===== src/bba_pkg.sv =====
`timescale 1ns / 1ps
// ----------------------------------------------------------------------------
// bba_pkg
// Shared constants and result codes of the bitmap block allocator.
// ----------------------------------------------------------------------------
package bba_pkg;

  // Width of a block number on the ports.
  localparam int unsigned IDX_W = 19;
  // Width of the status field.
  localparam int unsigned STS_W = 2;

  localparam int unsigned DEF_NUM_BLOCKS      = 524288;
  localparam int unsigned DEF_WORD_BITS       = 32;
  localparam int unsigned DEF_RESERVED_BLOCKS = 2;
  localparam int unsigned DEF_MAP_WORDS       =
    (DEF_NUM_BLOCKS + DEF_WORD_BITS - 1) / DEF_WORD_BITS;
  localparam int unsigned DEF_AW              = $clog2(DEF_MAP_WORDS);
  localparam int unsigned DEF_PW              = $clog2(DEF_WORD_BITS);

  typedef enum logic [STS_W-1:0] {
    ST_DONE     = 2'd0,
    ST_FULL     = 2'd1,
    ST_RESERVED = 2'd2
  } status_e;

endpackage


===== src/bba_first_free.sv =====
`timescale 1ns / 1ps
// ----------------------------------------------------------------------------
// bba_first_free
// Finds the lowest free block in one map word (the highest set bit).
// ----------------------------------------------------------------------------
module bba_first_free
  import bba_pkg::*;
#(
  parameter int unsigned WORD_BITS = DEF_WORD_BITS,
  parameter int unsigned PW        = DEF_PW
) (
  input  logic [WORD_BITS-1:0] word_i,
  output logic                 found_o,
  output logic [PW-1:0]        pos_o
);

  always_comb begin
    pos_o = '0;
    // Higher bits override lower ones, so the highest set bit wins.
    for (int unsigned i = 0; i < WORD_BITS; i++) begin
      if (word_i[i]) begin
        pos_o = PW'(WORD_BITS - 1 - i);
      end
    end
  end

  assign found_o = |word_i;

endmodule


===== config.mk =====
export PLATFORM = sky130hd
export DESIGN_NAME = bba_first_free
export DESIGN_NICKNAME = d
export VERILOG_FILES = /design/src/bba_pkg.sv /design/src/bba_first_free.sv
export SDC_FILE = /design/constraint.sdc
export NUM_CORES = 1
export LEC_CHECK = 0
export BUFFER_PORTS_ARGS = -buffer_cell sky130_fd_sc_hd__buf_2
export CELL_PAD_IN_SITES_DETAIL_PLACEMENT = 0
export CELL_PAD_IN_SITES_GLOBAL_PLACEMENT = 1
export CORE_MARGIN = 4
export CORE_UTILIZATION = 25
export DETAILED_ROUTE_END_ITERATION = 16
export GPL_ROUTABILITY_DRIVEN = 1
export PLACE_DENSITY_LB_ADDON = 0.1
export RECOVER_POWER = 50
export SLEW_MARGIN = 20
export SYNTH_ARGS = -nofsm -noshare
export SYNTH_HDL_FRONTEND = slang
export SYNTH_SLANG_ARGS = --single-unit

===== constraint.sdc =====
create_clock -name vclk -period 2.63
set_clock_uncertainty 0.1 [all_clocks]
set_input_delay 0.263 -clock vclk [all_inputs]
set_output_delay 0.263 -clock vclk [all_outputs]
set_load 0.01 [all_outputs]

==> results.py, run 1 <==
metrics = {
    "floorplanning": {
        "dieWidth_um": 47.26,
        "row_count": 13,
        "dieArea_um2": 2234,
        "fp.dieH_um": 47.26,
        "io-pin-count": 38,
        "initial_core_util_pct": 27.87,
        "core_um2": 1383,
    },
    "setup_path": {
        "crit_required_ns": 2.27,
        "crit_path_start_kind": "input port",
        "worstSetupPathType": "in2out",
        "arrival_ns": 1.47,
        "crit_path_end_kind": "output pin",
        "cp_max_fo": 4,
    },
    "timing": {
        "setup_tns_ns": 0,
        "max_freq_mhz": 546.7,
        "finalCriticalPeriod_ns": 1.829,
        "tightest_slew_ns": 0.5361,
        "fin_ws_ns": 0.8009,
        "hold_viol_final": 0,
        "relSlewSlack_pct": 63.93,
        "fin_crit_sh_pct": 69.55,
        "rsz0062_at_grt": "no",
        "drv_slew": 0,
        "finalSetupViolCount": 0,
    },
    "finish": {
        "nClkBuffers": 0,
        "layout.cells.non_filler": 118,
        "seqCellArea_um2": 0,
        "antenna_cells": 0,
        "layout-area-overhead-vs-synth_pct": 53.25,
        "nets": 137,
        "nFlopsAndLatches": 0,
        "layout_common_cells": "buf_2, nor2_1, nor4_1, a21oi_1, inv_1",
        "final_common_cell": "buf_2",
        "layout-drive-gt1-share_pct": 38.83,
        "utilization_pct": 42.71,
        "fillers": 172,
    },
    "route": {
        "drt-total-wl_um": 1415,
        "vias_per_cell": 5.254,
        "ant_nets": 0,
        "drt-pass1-iter-count": 2,
        "drc": 0,
        "drtIter0Drc": 4,
        "wl_per_cell_um": 11.99,
        "vias": 620,
    },
    "power": {
        "total_power_uw": 68.27,
        "power.density_nw_per_um2": 115.6,
        "intPower_uw": 31.21,
        "p_sw_share_pct": 54.28,
        "p_clk_share_pct": 0,
        "combPwrFrac_pct": 100.0,
        "p_sw_uw": 37.06,
        "irDropWorstVdd_mv": 0.05198,
        "p_leak_uw": 0.0002594,
        "power_frac_seq_pct": 0,
    },
    "status": {
        "status": "finished clean",
    },
    "clock_network": {
        "cts_hold_buf": 0,
        "post_cts_buffers": 0,
        "ctsResizeCount": 0,
    },
    "global_routing": {
        "gr-total-overflow": 0,
        "grt_max_degree": 6,
        "grt_pass1_wl_um": 2283,
        "first_global_vias": 565,
        "gr-usage-all-layers_pct": 13.09,
        "antenna_found_initial": 0,
    },
    "worst_hold_path": {
        "hp-class": "in2out",
        "hp-start": "word_i[31]",
        "whs_path_depth": 3,
        "min_to": "pos_o[0]",
    },
    "yosys": {
        "yosysSeqAreaShare_pct": 0,
        "synth_nets": 97,
        "ys_types": 24,
        "synthCells": 65,
        "synth_area_um2": 385.4,
        "yosysWarnings": 0,
        "syn_area_per_cell_um2": 5.929,
    },
    "placement": {
        "place_inst": 118,
        "gp_congestion": 0.7840,
        "io_buffers": 38,
        "preCtsSetupSlack_ns": 0.8061,
        "dp_hpwl_um": 1277,
    },
    "run": {
        "max_cap_violations": 0,
    },
}
-- layer usage --
layer  global-route usage, %  up-vias  share of wire (%)
met1                   19.33      266                 50
met3                  0.3831        0                6.3
met4                       0        0                  0
li1                        -      338                  -
met5                       0        -                  0
met2                   22.19       16                 44
-- metrics by stage --
step	hold slack [ns]	area (um2)
6_report	0.7149	590.6
5_1_grt	0.7376	590.6
4_1_cts	0.7173	594.3
3_5_place_dp	0.7173	594.3
3_3_place_gp	0.7193	594.3
2_1_floorplan	0.4750	385.4
-- layout make-up --
type / count / area, um2 / share of cell area (%)
Inverter: 6 / 22.52 / 3.814
Multi-Input combinational cell: 59 / 362.8 / 61.44
Tap cell: 15 / 18.77 / 3.178
Timing Repair Buffer: 38 / 186.4 / 31.57
-- cell usage after synthesis --
| cell type | n | share of area, % |
|---|---|---|
| a2111oi_0 | 2 | 4.5 |
| inv_1 | 6 | 5.8 |
| nand2_1 | 3 | 2.9 |
| or4_4 | 2 | 5.8 |
| nor3b_1 | 2 | 3.9 |
| a221oi_1 | 1 | 2.3 |
| a21oi_1 | 7 | 9.1 |
| a211oi_1 | 1 | 1.9 |
| o31ai_1 | 4 | 7.8 |
| o21ai_0 | 2 | 2.6 |
| nor2b_1 | 1 | 1.6 |
| a21boi_2 | 1 | 2.9 |
| nor4_1 | 7 | 11 |
| or4_1 | 2 | 3.9 |
| nor2_1 | 10 | 9.7 |
| and2_1 | 1 | 1.6 |
| o2111ai_1 | 1 | 2.3 |
| a21o_1 | 1 | 1.9 |
| nand4_1 | 1 | 1.6 |
| o21a_1 | 1 | 1.9 |
| o21ai_1 | 1 | 1.3 |
| nor3_2 | 2 | 5.2 |
| nand3_1 | 1 | 1.3 |
| nor3_1 | 5 | 6.5 |
-- critical path, cell delays in order --
cell,delay (ns)
buf_2,0.12
nor2_1,0.10
o31ai_1,0.10
or4_1,0.49
nor3_2,0.11
a21o_1,0.13
clkbuf_1,0.15
-- kinds of logic (layout without fill, tap and decap cells) --
logic type	after synthesis	in the layout	synth area share [%]
and+or+nand+nor	37	37	55.52
AOI/OAI and AO/OA	22	22	38.64
buffers and inverters	6	44	5.844
-- worst max-delay path by stage --
stage / slack, ns / start / to
floorplan: 1.07 / word_i[1] / pos_o[0]
global placement: 0.79 / word_i[8] / pos_o[2]
detailed placement: 0.81 / word_i[3] / pos_o[0]
CTS: 0.80 / word_i[3] / pos_o[0]
global route: 0.67 / word_i[4] / found_o
finish: 0.80 / word_i[30] / pos_o[1]
-- power by group through the flow --
stage	Clock (uW)	Sequential, uW	Combinational (uW)
after floorplan	0	0	23.3
after global placement	0	0	68.4
after detailed placement	0	0	68.3
after CTS	0	0	68.5
after global routing	0	0	77.6
final	0	0	68.3
Note: power is estimated with default switching activity, not from simulation.
==> run 2, diff against run 1 <==
--- a/config.mk
+++ b/config.mk
@@ -9,7 +9,7 @@
 export CELL_PAD_IN_SITES_DETAIL_PLACEMENT = 0
 export CELL_PAD_IN_SITES_GLOBAL_PLACEMENT = 1
 export CORE_MARGIN = 4
-export CORE_UTILIZATION = 25
+export CORE_UTILIZATION = 21
 export DETAILED_ROUTE_END_ITERATION = 16
 export GPL_ROUTABILITY_DRIVEN = 1
 export PLACE_DENSITY_LB_ADDON = 0.1
==> constraint.sdc (replaced) <==
create_clock -name vclk -period 1.5
set_clock_uncertainty 0.1 [all_clocks]
set_input_delay 0.15 -clock vclk [all_inputs]
set_output_delay 0.15 -clock vclk [all_outputs]
set_load 0.01 [all_outputs]
==> run 2 against run 1 <==
  * Power grew to 2.9 times the previous value
  * Design area is 55% higher
  * Critical path type unchanged
  * Hold slack worse by 0.17 ns
  * First-iteration DRC count is 75% lower
  * Utilization is 10 points higher
  * Global-route usage is 1.6 points lower
  * Combinational power grew to 2.9 times the previous value
  * Setup slack worse by 0.86 ns
  * Wire length is 19% higher
  * The flow now finishes with violations (negative setup slack)
==> results.py, run 2 (synthesis results as in run 1) <==
metrics = {
    "status": {
        "status": "complete, but fails checks",
        "violations": "negative setup slack",
    },
    "timing": {
        "fin_crit_sh_pct": 103.9,
        "rsz0062_at_grt": "yes",
        "fin_ws_ns": -0.05899,
        "tightest_slew_ns": 0.4403,
        "drv_slew": 0,
        "finalCriticalPeriod_ns": 1.559,
        "finalSetupViolCount": 4,
        "hold_viol_final": 0,
        "max_freq_mhz": 641.4,
        "relSlewSlack_pct": 70.57,
    },
    "setup_path": {
        "arrival_ns": 1.31,
        "cp-startpoint": "word_i[18]",
        "crit_required_ns": 1.25,
        "crit_path_end_kind": "output pin",
        "cp_max_fo": 3,
        "crit_path_start_kind": "input port",
        "worstSetupPathType": "in2out",
    },
    "global_routing": {
        "antenna_found_initial": 0,
        "gr-usage-all-layers_pct": 11.48,
        "grt_pass1_wl_um": 2449,
        "first_global_vias": 633,
        "grt_max_degree": 6,
        "gr-total-overflow": 0,
    },
    "route": {
        "wl_per_cell_um": 11.65,
        "ant_nets": 0,
        "vias_per_cell": 4.903,
        "drc": 0,
        "drtIter0Drc": 1,
        "drt-pass1-iter-count": 4,
        "vias": 711,
        "drt-total-wl_um": 1689,
    },
    "power": {
        "p_clk_share_pct": 0,
        "power_frac_seq_pct": 0,
        "p_leak_uw": 0.0004082,
        "combPwrFrac_pct": 100.0,
        "power.density_nw_per_um2": 214.8,
        "p_sw_share_pct": 45.15,
        "intPower_uw": 107.8,
        "irDropWorstVdd_mv": 0.09948,
        "p_sw_uw": 88.72,
    },
    "finish": {
        "final_common_cell": "buf_2",
        "design_area_um2": 914.6,
        "layout-area-overhead-vs-synth_pct": 137.3,
        "fillers": 182,
        "nClkBuffers": 0,
        "nFlopsAndLatches": 0,
        "nets": 154,
        "layout_common_cells": "buf_2, buf_4, buf_6",
        "antenna_cells": 0,
        "multiInputGateArea_um2": 470.5,
        "seqCellArea_um2": 0,
        "layout-drive-gt1-share_pct": 62.50,
    },
    "floorplanning": {
        "dieWidth_um": 50.84,
        "io-pin-count": 38,
        "row_count": 15,
        "core_um2": 1727,
        "dieArea_um2": 2584,
        "initial_core_util_pct": 22.32,
        "fp.dieH_um": 50.84,
    },
    "worst_hold_path": {
        "hp-class": "in2out",
        "hp-start": "word_i[31]",
    },
    "placement": {
        "io_buffers": 38,
        "gp_congestion": 0.7345,
        "preCtsSetupSlack_ns": -0.09880,
        "dpl-instance-area_um2": 726.9,
    },
    "clock_network": {
        "cts_hold_buf": 0,
    },
    "run": {
        "max_cap_violations": 0,
    },
}
-- run 2: worst max-delay path, cell delays in order --
cell	delay (ns)
buf_2	0.12
nor3_1	0.15
o21ai_0	0.12
a2111oi_1	0.50
a221oi_2	0.11
buf_2	0.16
-- run 2: worst paths after layout --
kind	slack [ns]	end	depth (start not counted)
worst max-delay path	-0.06	pos_o[0]	6
worst min-delay path	0.55	pos_o[0]	4
-- run 2: per-layer routing --
layer  routed length, um  GRT usage [%]  vias up
li1                    -              -      368
met1                 681          14.04      329
met2                 923          22.83       14
met3                  84         0.8746        0
met4                   0              0        0
met5                   0              0        -
-- run 2: timing repair --
item	CTS	global route
cloned	0	0
buffers inserted	0	1
setup endpoints to repair	6	6
pin swaps	7	7
resized for setup	12	27
-- run 2: power groups by stage --
stage / clock network [uW] / registers (uW) / logic [uW]
floorplan: 0 / 0 / 40.9
global placement: 0 / 0 / 148
detailed placement: 0 / 0 / 148
CTS: 0 / 0 / 165
global route: 0 / 0 / 213
finish: 0 / 0 / 197
-- run 2: final cells by class --
cell class         count  area share, %
inverters              6          2.462
repair buffers        55          42.68
multi-input cells     59          51.44
well taps             25          3.420
-- run 2: through the flow --
step	hold WS, ns	instances	util, %	power [uW]	setup TNS (ns)
after floorplan	0.2490	65	-	40.92	0
after global placement	0.5324	144	42.10	147.6	-0.3688
after detailed placement	0.5384	144	42.10	148.0	-0.3830
after CTS	0.5177	144	45.72	164.7	-0.2179
after global routing	0.5588	145	52.97	213.2	-0.4859
final	0.5492	145	52.97	196.5	-0.1432
